File: config.mk
export PLATFORM = sky130hd
export DESIGN_NAME = sia_back
export DESIGN_NICKNAME = d
export VERILOG_FILES = /design/src/rtl/core/sia_pkg.sv /design/src/rtl/core/sia_back.sv
export SDC_FILE = /design/constraint.sdc
export NUM_CORES = 1
export LEC_CHECK = 0
export BUFFER_PORTS_ARGS = -buffer_cell sky130_fd_sc_hd__buf_2
export CAP_MARGIN = 20
export CORE_AREA = 2 2 129 131
export CTS_BUF_LIST = sky130_fd_sc_hd__clkbuf_8
export DETAILED_ROUTE_END_ITERATION = 10
export DIE_AREA = 0 0 131 133
export PLACE_DENSITY = 0.82
export SLEW_MARGIN = 20
export SYNTH_ARGS = -nofsm -noshare
export SYNTH_HDL_FRONTEND = slang
export SYNTH_SLANG_ARGS = --single-unit
File: constraint.sdc
create_clock -name clk -period 0.9 [get_ports clk]
set_input_delay 0.09 -clock clk [delete_from_list [all_inputs] [get_ports clk]]
set_output_delay 0.09 -clock clk [all_outputs]
set_load 0.005 [all_outputs]
File: src/rtl/core/sia_pkg.sv
package sia_pkg;

	// Default datapath width.
	localparam int DefaultWidth = 64;

	// Operation codes.
	localparam logic [4:0] OP_OR    = 5'd0;
	localparam logic [4:0] OP_AND   = 5'd1;
	localparam logic [4:0] OP_XOR   = 5'd2;
	localparam logic [4:0] OP_EQ    = 5'd3;
	localparam logic [4:0] OP_NE    = 5'd4;
	localparam logic [4:0] OP_LT    = 5'd5;
	localparam logic [4:0] OP_GT    = 5'd6;
	localparam logic [4:0] OP_LE    = 5'd7;
	localparam logic [4:0] OP_GE    = 5'd8;
	localparam logic [4:0] OP_PASS  = 5'd9;
	localparam logic [4:0] OP_SHL   = 5'd10;
	localparam logic [4:0] OP_SAR   = 5'd11;
	localparam logic [4:0] OP_ADD   = 5'd12;
	localparam logic [4:0] OP_SUB   = 5'd13;
	localparam logic [4:0] OP_MUL   = 5'd14;
	localparam logic [4:0] OP_DIV   = 5'd15;
	localparam logic [4:0] OP_REM   = 5'd16;
	localparam logic [4:0] OP_LOR   = 5'd17;
	localparam logic [4:0] OP_LAND  = 5'd18;
	localparam logic [4:0] OP_LNOT  = 5'd19;
	localparam logic [4:0] OP_INV   = 5'd20;
	localparam logic [4:0] OP_NEG   = 5'd21;
	localparam logic [4:0] OP_PLUS  = 5'd22;

	// Status codes.
	localparam logic [1:0] ST_OK      = 2'd0;
	localparam logic [1:0] ST_BADOP   = 2'd1;
	localparam logic [1:0] ST_DIVZERO = 2'd2;

	// Which result the back end picks.
	localparam logic [1:0] KIND_SIMPLE = 2'd0;
	localparam logic [1:0] KIND_MUL    = 2'd1;
	localparam logic [1:0] KIND_DIV    = 2'd2;
	localparam logic [1:0] KIND_REM    = 2'd3;

	// Control that travels with each word down the chain.
	typedef struct packed {
		logic       valid;
		logic [1:0] kind;
		logic       quo_neg;
		logic       rem_neg;
		logic [1:0] status;
	} ctl_t;

endpackage

File: src/rtl/core/sia_back.sv
module sia_back #(
	parameter int DATA_WIDTH = sia_pkg::DefaultWidth
) (
	input  logic                  clk,
	input  logic                  arst_n,
	input  logic                  adv,
	input  sia_pkg::ctl_t         ctl_i,
	input  logic [DATA_WIDTH-1:0] simple_i,
	input  logic [DATA_WIDTH-1:0] prod_i,
	input  logic [DATA_WIDTH-1:0] quo_i,
	input  logic [DATA_WIDTH-1:0] rem_i,
	output logic                  out_valid,
	output logic [63:0]           result,
	output logic [1:0]            status
);
	import sia_pkg::*;

	localparam int W = DATA_WIDTH;

	logic [W-1:0] res, res_q;
	logic [1:0]   status_q;
	logic         valid_q;

	// Pick the result and apply the sign of the quotient or remainder.
	always_comb begin
		case (ctl_i.kind)
			KIND_SIMPLE: res = simple_i;
			KIND_MUL:    res = prod_i;
			KIND_DIV:    res = ctl_i.quo_neg ? W'(-quo_i) : quo_i;
			KIND_REM:    res = ctl_i.rem_neg ? W'(-rem_i) : rem_i;
			default:     res = '0;
		endcase
	end

	// Output register.
	always_ff @(posedge clk or negedge arst_n) begin
		if (!arst_n) begin
			valid_q <= 1'b0;
		end else if (adv) begin
			valid_q <= ctl_i.valid;
		end
	end

	always_ff @(posedge clk) begin
		if (adv) begin
			res_q    <= res;
			status_q <= ctl_i.status;
		end
	end

	assign out_valid = valid_q;
	assign result    = 64'($signed(res_q));
	assign status    = status_q;

endmodule

==> impl_metrics.json <==
{
  "power.density_nw_per_um2": 963,
  "drt_iter0_drc": 1832,
  "syn_inst": 705,
  "wl_per_cell_um": 25.9,
  "placementRows": 47,
  "drt-total-wl_mm": 40.3,
  "async_flop_share_pct": 1.49,
  "die-area_um2": 17400,
  "comb_power_share_pct": 42.5,
  "cts.clk_slew.worst_paths_ns": 0.08,
  "avgSynthCellArea_um2": 9.48,
  "syn-num-nets": 973,
  "clkLatencyLatePin_ns": 0.37,
  "dp_hpwl_mm": 26.8,
  "pwr-share-clk_pct": 24.3,
  "cts_inserted_buffers": 9,
  "slew_violations": 0,
  "outcome": "finished, violations left",
  "critPathBufInv": 1,
  "root_buffer": "clkbuf_8",
  "ir_drop_mv": 0.744,
  "htree_levels": 3,
  "initial_utilization_pct": 41.3,
  "cp_max_fo": 3,
  "finalInstanceArea_um2": 12600,
  "worst_slew_pin_slew_ns": 0.562,
  "power.internal_mw": 7.97,
  "yosysWarnings": 0,
  "slew_headroom_pct": 62.5,
  "fin_crit_sh_pct": 289,
  "ys_seq_area_share_pct": 30.0,
  "hold_depth": 3,
  "grt_max_degree": 40,
  "cts.sinks": 67,
  "cp_top_family": "simple AND/OR/NAND/NOR gates",
  "crit_chain": "buf_6 > or4_4 > or4_4 > or4_4 > or2_4 > o21ai_4 > xnor2_2 > mux4_2",
  "rsz0062_at_grt": "true",
  "clock.fmax_mhz": 384,
  "grt_pass1_wl_mm": 51.1,
  "final_nets": 1591,
  "viasPerCell": 6.46,
  "setup_viol": 131,
  "io_pins": 333,
  "hp-start": "simple_i[34]",
  "rr_worst_depth": 1,
  "synth_top_cell_area_share_pct": 29.7,
  "hold_viol": 0,
  "grt_overflow": 0,
  "fin_crit_ns": 2.60,
  "clock_skew_ns": 0,
  "swShare_pct": 34.5,
  "syn_area_um2": 6680,
  "synth.area.top_cells": "edfxtp_1 (30%), xnor2_1 (9.4%), mux4_2 (8.8%)",
  "drc": 0,
  "cp-end-kind": "flip-flop",
  "synthFlopType": "edfxtp_1",
  "synth.distinct_cells": 59,
  "worst_r2r_endpoint": "out_valid",
  "grt_usage_pct": 39.3,
  "final_antenna_net_count": 0,
  "die_w_um": 131,
  "worst_path_most_repeated_cell": "or4_4",
  "cp.required_ns": 1.02,
  "min_path_type": "in -> reg",
  "whs_ns": 0.0383,
  "r2r-start": "out_valid",
  "synth-edff-count": 66,
  "worstSetupStartpointType": "input port",
  "critPathMaxStageDelay_ns": 0.57,
  "area_growth_pct": 89.1,
  "worstPathArrival_ns": 2.72,
  "p_leak_nw": 5.52,
  "final_layout_size_suffix_gt1_share_pct": 64.3,
  "coreArea_um2": 16200,
  "violations": "setup timing",
  "cts_buffer_depth": 2,
  "synth.largest_area_cell": "edfxtp_1",
  "crit_path_top_delay_cell": "or4_4",
  "gp_congestion": 1.05,
  "cap_viol_max_count": 0,
  "die_h_um": 133,
  "ys_ff_latch": 67,
  "drtPass1Iterations": 6,
  "dpl_cell_area_um2": 11000,
  "grt_pass1_vias": 8912,
  "p_seq_share_pct": 33.1,
  "antenna_found_initial": 9,
  "p_switching_mw": 4.21,
  "via_count": 10100,
  "final.setup.worst_slack_ns": -1.70,
  "crit_type": "in -> reg",
  "hold_end": "result[34]",
  "cts_tree": "done",
  "placement.io_buffers": 332,
  "reg2reg_slack_ns": 0.15
}
-- registers in the layout, summed over array words and instances, names as in the netlist --
register / cells
result: 64
out_valid: 1
status: 2
-- cells in the final DEF (no fill, tap or decap), drive strengths merged, types with 26 or more instances in the layout --
master	instances
a21oi	28
buf	643
edfxtp	66
mux4	26
nand2	47
nor2	37
o21ai	53
or4	30
xnor2	72
xor2	38
-- Yosys cell counts, types with 20 or more instances --
library cell  count
nor2_1           37
o31ai_1          25
mux4_2           26
o21ai_0          51
xor2_1           38
xnor2_1          72
clkbuf_1         30
or4_1            27
nand2_1          47
mux2i_1          22
edfxtp_1         66
or3_1            24
o41ai_1          23
nor3_1           20
a21oi_1          28
-- stage by stage --
stage	util, %	TNS, ns	power (mW)	std cells	setup WS (ns)
floorplan	-	-85.58	5.67	705	-1.92
global placement	67.8	-102.15	8.19	1503	-2.01
detailed placement	67.8	-104.67	8.27	1503	-2.03
CTS	73.9	-81.61	11.4	1534	-1.63
global route	78.1	-86.77	12.4	1554	-1.70
finish	78.2	-84.60	12.2	1556	-1.70
-- power groups by stage --
stage                     registers [mW]  clock network, mW  logic (mW)
after floorplan                     4.08                  0        1.59
after global placement              4.08                  0        4.10
after detailed placement            4.08                  0        4.19
after CTS                           4.01               2.87        4.54
after global routing                4.05               3.00        5.32
final                               4.04               2.96        5.18
-- cell families (layout without fill, tap and decap cells) --
kind of cell               after synthesis  count (layout)  synth area share (%)
AOI/OAI and AO/OA                      178             178                  17.9
xor gates and xnor gates               110             110                  14.4
adders and majority gates                2               2                 0.374
buffers and inverters                   50             673                  3.26
DFF                                     67              67                  30.0
muxes                                   61              61                  14.2
other                                    0               8                     0
and+or+nand+nor                        237             237                  19.8
-- area by class of cell --
| cell class | count | area [µm²] |
|---|---|---|
| tap | 220 | 275 |
| antenna | 8 | 20.0 |
| sequential | 67 | 2010 |
| inverter | 7 | 58.8 |
| fill | 998 | 3530 |
| clock buffer | 9 | 124 |
| timing repair buffer | 650 | 4480 |
| multi-input combinational | 588 | 5590 |
| clock inverter | 7 | 83.8 |
-- per-layer routing --
layer | wire (µm) | global-route usage [%] | vias to the layer above
li1 | - | - | 4042
met1 | 13800 | 54.0 | 4608
met2 | 17700 | 60.6 | 1097
met3 | 5630 | 6.67 | 305
met4 | 3150 | 17.2 | 2
met5 | 13 | 0 | -
-- repair_timing --
action,CTS,global route
gates cloned,2,0
endpoints found under the hold margin,4,0
hold buffers,5,0
resized for setup,125,113
setup endpoints to repair,131,131
setup buffers,9,19
pin swaps,34,82
-- worst max-delay path by stage --
stage	start	to	depth (start not counted)
after floorplan	rem_i[16]	result[42]	8
after global placement	rem_i[16]	result[42]	8
after detailed placement	rem_i[16]	result[42]	8
after CTS	rem_i[16]	result[42]	8
after global routing	rem_i[16]	result[42]	8
final	rem_i[20]	result[42]	8
Power figures use the tool's default switching activity.
