===== src/rtl/core/sia_pkg.sv =====
package sia_pkg;

	// Default datapath width.
	localparam int DefaultWidth = 64;

	// Operation codes.
	localparam logic [4:0] OP_OR    = 5'd0;
	localparam logic [4:0] OP_AND   = 5'd1;
	localparam logic [4:0] OP_XOR   = 5'd2;
	localparam logic [4:0] OP_EQ    = 5'd3;
	localparam logic [4:0] OP_NE    = 5'd4;
	localparam logic [4:0] OP_LT    = 5'd5;
	localparam logic [4:0] OP_GT    = 5'd6;
	localparam logic [4:0] OP_LE    = 5'd7;
	localparam logic [4:0] OP_GE    = 5'd8;
	localparam logic [4:0] OP_PASS  = 5'd9;
	localparam logic [4:0] OP_SHL   = 5'd10;
	localparam logic [4:0] OP_SAR   = 5'd11;
	localparam logic [4:0] OP_ADD   = 5'd12;
	localparam logic [4:0] OP_SUB   = 5'd13;
	localparam logic [4:0] OP_MUL   = 5'd14;
	localparam logic [4:0] OP_DIV   = 5'd15;
	localparam logic [4:0] OP_REM   = 5'd16;
	localparam logic [4:0] OP_LOR   = 5'd17;
	localparam logic [4:0] OP_LAND  = 5'd18;
	localparam logic [4:0] OP_LNOT  = 5'd19;
	localparam logic [4:0] OP_INV   = 5'd20;
	localparam logic [4:0] OP_NEG   = 5'd21;
	localparam logic [4:0] OP_PLUS  = 5'd22;

	// Status codes.
	localparam logic [1:0] ST_OK      = 2'd0;
	localparam logic [1:0] ST_BADOP   = 2'd1;
	localparam logic [1:0] ST_DIVZERO = 2'd2;

	// Which result the back end picks.
	localparam logic [1:0] KIND_SIMPLE = 2'd0;
	localparam logic [1:0] KIND_MUL    = 2'd1;
	localparam logic [1:0] KIND_DIV    = 2'd2;
	localparam logic [1:0] KIND_REM    = 2'd3;

	// Control that travels with each word down the chain.
	typedef struct packed {
		logic       valid;
		logic [1:0] kind;
		logic       quo_neg;
		logic       rem_neg;
		logic [1:0] status;
	} ctl_t;

endpackage


===== src/rtl/core/sia_cell.sv =====
module sia_cell #(
	parameter int DATA_WIDTH = sia_pkg::DefaultWidth
) (
	input  logic                  clk,
	input  logic                  arst_n,
	input  logic                  adv,
	input  sia_pkg::ctl_t         ctl_i,
	input  logic [DATA_WIDTH-1:0] simple_i,
	input  logic [DATA_WIDTH-1:0] mcand_i,
	input  logic [DATA_WIDTH-1:0] mplier_i,
	input  logic [DATA_WIDTH-1:0] prod_i,
	input  logic [DATA_WIDTH-1:0] dvd_i,
	input  logic [DATA_WIDTH-1:0] dvs_i,
	input  logic [DATA_WIDTH-1:0] rem_i,
	output sia_pkg::ctl_t         ctl_q,
	output logic [DATA_WIDTH-1:0] simple_q,
	output logic [DATA_WIDTH-1:0] mcand_q,
	output logic [DATA_WIDTH-1:0] mplier_q,
	output logic [DATA_WIDTH-1:0] prod_q,
	output logic [DATA_WIDTH-1:0] dvd_q,
	output logic [DATA_WIDTH-1:0] dvs_q,
	output logic [DATA_WIDTH-1:0] rem_q
);
	import sia_pkg::*;

	localparam int W = DATA_WIDTH;

	logic [W-1:0] trial, prod_n;
	logic         fits;

	// One restoring division step: the quotient bit enters the dividend's low end.
	assign trial  = {rem_i[W-2:0], dvd_i[W-1]};
	assign fits   = trial >= dvs_i;
	// One shift-and-add multiply step.
	assign prod_n = mplier_i[0] ? prod_i + mcand_i : prod_i;

	always_ff @(posedge clk or negedge arst_n) begin
		if (!arst_n) begin
			ctl_q <= '0;
		end else if (adv) begin
			ctl_q <= ctl_i;
		end
	end

	always_ff @(posedge clk) begin
		if (adv) begin
			simple_q <= simple_i;
			mcand_q  <= {mcand_i[W-2:0], 1'b0};
			mplier_q <= {1'b0, mplier_i[W-1:1]};
			prod_q   <= prod_n;
			dvd_q    <= {dvd_i[W-2:0], fits};
			dvs_q    <= dvs_i;
			rem_q    <= fits ? trial - dvs_i : trial;
		end
	end

endmodule


===== config.mk =====
export PLATFORM = sky130hd
export DESIGN_NAME = sia_cell
export DESIGN_NICKNAME = d
export VERILOG_FILES = /design/src/rtl/core/sia_pkg.sv /design/src/rtl/core/sia_cell.sv
export SDC_FILE = /design/constraint.sdc
export NUM_CORES = 1
export LEC_CHECK = 0
export ABC_AREA = 1
export BUFFER_PORTS_ARGS = -buffer_cell sky130_fd_sc_hd__buf_2
export CAP_MARGIN = 15
export CORE_AREA = 4 4 352 354
export CTS_BUF_LIST = sky130_fd_sc_hd__clkbuf_4 sky130_fd_sc_hd__clkbuf_8
export CTS_CLUSTER_SIZE = 28
export DETAILED_ROUTE_END_ITERATION = 10
export DIE_AREA = 0 0 356 358
export GPL_ROUTABILITY_DRIVEN = 0
export GPL_TIMING_DRIVEN = 0
export PLACE_DENSITY_LB_ADDON = 0.1
export SETUP_SLACK_MARGIN = 0.02
export SYNTH_ARGS = -nofsm -noshare
export SYNTH_HDL_FRONTEND = slang
export SYNTH_SLANG_ARGS = --single-unit

===== constraint.sdc =====
create_clock -name clk -period 0.8 [get_ports clk]
set_input_delay 0.04 -clock clk [delete_from_list [all_inputs] [get_ports clk]]
set_output_delay 0.04 -clock clk [all_outputs]
set_load 0.05 [all_outputs]

==> impl_metrics.toml <==
[final_layout]
area.sequential_um2 = 13600
final_layout_size_suffix_gt1_frac = 0.438
fillerInstances = 12096
layout.cells.non_filler = 6935
finalInstanceArea_um2 = 52300
finalNetCount = 5813
total_area_of_multi_input_combinational_cells_um2 = 16400
layout-area-overhead-vs-synth_pct = 91.8

[power]
vdd_ir_drop_max_v = 0.00133
powerDensity_nw_per_um2 = 1730
power.leakage_uw = 0.0249
design_power_total_uw = 90300

[clocking]
insertion_delay_of_the_later_clocked_pin_in_the_worst_skew_pair_ps = 750
clk_pin_slew_worst_paths_ps = 60
tritoncts.num_buffers = 90
cts_buffer_depth = 3
clock_tree_from_tritoncts = "yes"
cts-root-buf = "clkbuf_8"
numClockSinks = 453
cts.htree.levels = 3

[yosys]
ys_types = 36
syn-cell-area_um2 = 27200
most_common_cell_in_the_netlist = "nand2_1"
synth.top_cells.by_count = "1403 x nand2_1, 720 x inv_1, 446 x edfxtp_1"
synth-edff-count = 446
post_synth.cell_area_avg_um2 = 7.81
synth.yosys.warnings = 0
synth_seq_area_share = 0.498
synth_seq_cells = 453
synth_async_sr_flop_share = 0.0155
synthesis.instances = 3487
area_share_of_the_largest_cell_type_after_synthesis = 0.492
ys_top_cells_by_area = "edfxtp_1 49%, nand2_1 19%, inv_1 9.9%, ha_1 5.8%, nand3_1 4.0%"
library_cell_occupying_the_most_area_in_the_post_synthesis_netlist = "edfxtp_1"
synthFlopType = "edfxtp_1"

[die]
initial_core_util = 0.225
placeableCoreArea_um2 = 121000
die_extent_in_y_um = 358
design.die.area_um2 = 127000
num_rows = 128
die_w_um = 356
ioPinCount = 913

[setup_path]
critical_path_arrival_ps = 2150
crit_path_cell_trace = "buf_2, dlygate4sd3_1, ha_4, nand2_1, inv_2, nand2_4, nor3_4, nand2_2, nor2_4, nand2_4, nand2_1, nand2_1, nand3_1, nand2_1"
worst_path_most_repeated_cell = "nand2_1"
setup.worst_path.start_class = "input port"
timing.setup.critical_path_class = "in -> reg"
cpPeakStageDelay_ps = 630
worst_path_max_delay_cell = "dlygate4sd3_1"
crit_path_end_kind = "flip-flop"
required_arrival_time_at_the_worst_endpoint_ps = 1300
timing.critical_path.fanout_max = 4

[timing]
fin_crit_sh = 2.07
fin_ws_ps = -855
grt_setup_unrepaired = "true"
report.final.setup_viol = 637
skew_final_ps = 0
final.min_clock_period_ps = 1650
worst_pin_slew_ps = 880
finalMaxSlewViolations = 0
final_hold_violations = 214
hold_slack_ps = -551
timing.fmax_mhz = 604
max-slew-margin-rel = 0.413

[grt]
grt_pass1_vias = 29917
grt_use_total = 0.203
first_pass_grt_wire_length_um = 192000
grt_antenna_before_repair = 30
grt_overflow_total = 0
grt_max_degree = 112

[worst_hold_path]
timing.hold.worst.class = "in -> reg"

[detailed_routing]
first_iter_violations = 1347
remaining_drc_errors = 0
vias = 29197
detail_route.vias_per_cell = 4.21
route.final.wire_length_um = 136000
drt.antenna.violating_nets = 0
dr.pass1.iters = 5
average_wire_per_cell_in_the_routed_design_um = 19.6

[placement]
number_of_port_buffers = 909
place_inst = 6026
total_half_perimeter_wirelength_after_legalization_and_detailed_placement_um = 104000
placement.cell_area_um2 = 35300

[status]
failed_checks = "hold timing, setup timing"
run_status = "finished, violations left"

[flow_run]
drv_cap = 0
-- per-stage QoR --
| stage | hold WS, ps | setup WS, ps | utilization | setup TNS [ps] |
|---|---|---|---|---|
| 2_1_floorplan | -256 | -1080 | - | -106000 |
| 3_3_place_gp | -115 | -8150 | 0.290 | -3777230 |
| 3_5_place_dp | -112 | -2370 | 0.291 | -503770 |
| 4_1_cts | -672 | -854 | 0.409 | -382890 |
| 5_1_grt | -645 | -851 | 0.431 | -365450 |
| 6_report | -551 | -855 | 0.432 | -314010 |
-- flip-flops by register name, summed over array words and instances, names as in the netlist --
register,count
prod_q,64
mplier_q,63
rem_q,64
ctl_q,7
dvd_q,64
mcand_q,63
simple_q,64
dvs_q,64
-- worst max-delay path: cells and delay by family --
kind / cells / cell delay [ps]
AND/OR/NAND/NOR: 10 / 960
adder cells (fa/ha/maj): 1 / 320
buffers and inverters: 3 / 820
-- timing repair --
action	in CTS	in global routing
endpoints found under the hold margin	552	308
endpoints found under the setup margin	674	634
hold buffers	499	91
setup buffers	126	80
gates resized for setup	1751	542
pin swaps	317	357
gates cloned	12	0
-- report_power, final --
group | switching (uW) | total [uW] | internal [uW]
Clock | 11100 | 24700 | 13600
Sequential | 1080 | 29900 | 28800
Combinational | 21500 | 35600 | 14200
Total | 33700 | 90300 | 56600
-- placed cells by master (no fill, tap or decap), types with 86 or more instances in the layout --
| master | instances |
|---|---|
| nand3_1 | 86 |
| buf_6 | 538 |
| buf_4 | 172 |
| edfxtp_1 | 446 |
| nor2_1 | 124 |
| nand2_4 | 145 |
| ha_4 | 124 |
| inv_1 | 613 |
| nand2_1 | 987 |
| inv_2 | 97 |
| buf_2 | 378 |
| nand2_2 | 265 |
| nand3_2 | 115 |
| clkbuf_8 | 93 |
| dlygate4sd3_1 | 520 |
-- area by class of cell --
class / count / area share
multi-input combinational: 2274 / 0.314
timing repair buffer: 1648 / 0.293
sequential: 453 / 0.260
inverter: 726 / 0.0531
tap: 1625 / 0.0389
clock buffer: 118 / 0.0280
clock inverter: 41 / 0.00704
buffer: 33 / 0.00584
antenna: 17 / 0.000814
-- logic make-up (layout without fill, tap and decap cells) --
| family | Yosys count | in the layout | synth area share |
|---|---|---|---|
| buffers and inverters | 761 | 2566 | 0.107 |
| xor gates and xnor gates | 60 | 60 | 0.0193 |
| and+or+nand+nor | 1950 | 1950 | 0.289 |
| AOI/OAI and AO/OA | 126 | 126 | 0.0239 |
| other | 1 | 19 | 0.000138 |
| DFF | 453 | 453 | 0.498 |
| adders and majority gates | 129 | 129 | 0.0598 |
| muxes | 7 | 7 | 0.00289 |
-- metal layers --
metal	vias up	part of all wire	track usage
met3	207	0.062	0.0487
met1	13780	0.40	0.235
li1	14404	-	-
met5	-	0.00015	0
met4	4	0.033	0.0633
met2	802	0.51	0.369
-- final timing paths --
| kind | cells after the start | slack [ps] | startpoint | endpoint |
|---|---|---|---|---|
| setup reg to reg | 1 | -10 | ctl_q[4] | ctl_q[4] |
| min in group asynchronous | 3 | 230 | arst_n | ctl_q[5] |
| hold / removal | 1 | -550 | dvs_i[59] | dvs_q[59] |
| hold reg to reg | 1 | 530 | ctl_q[5] | ctl_q[5] |
| max in group asynchronous | 3 | 270 | arst_n | ctl_q[0] |
| setup / recovery | 14 | -850 | mcand_i[55] | prod_q[56] |
(Power assumes the default switching activity.)
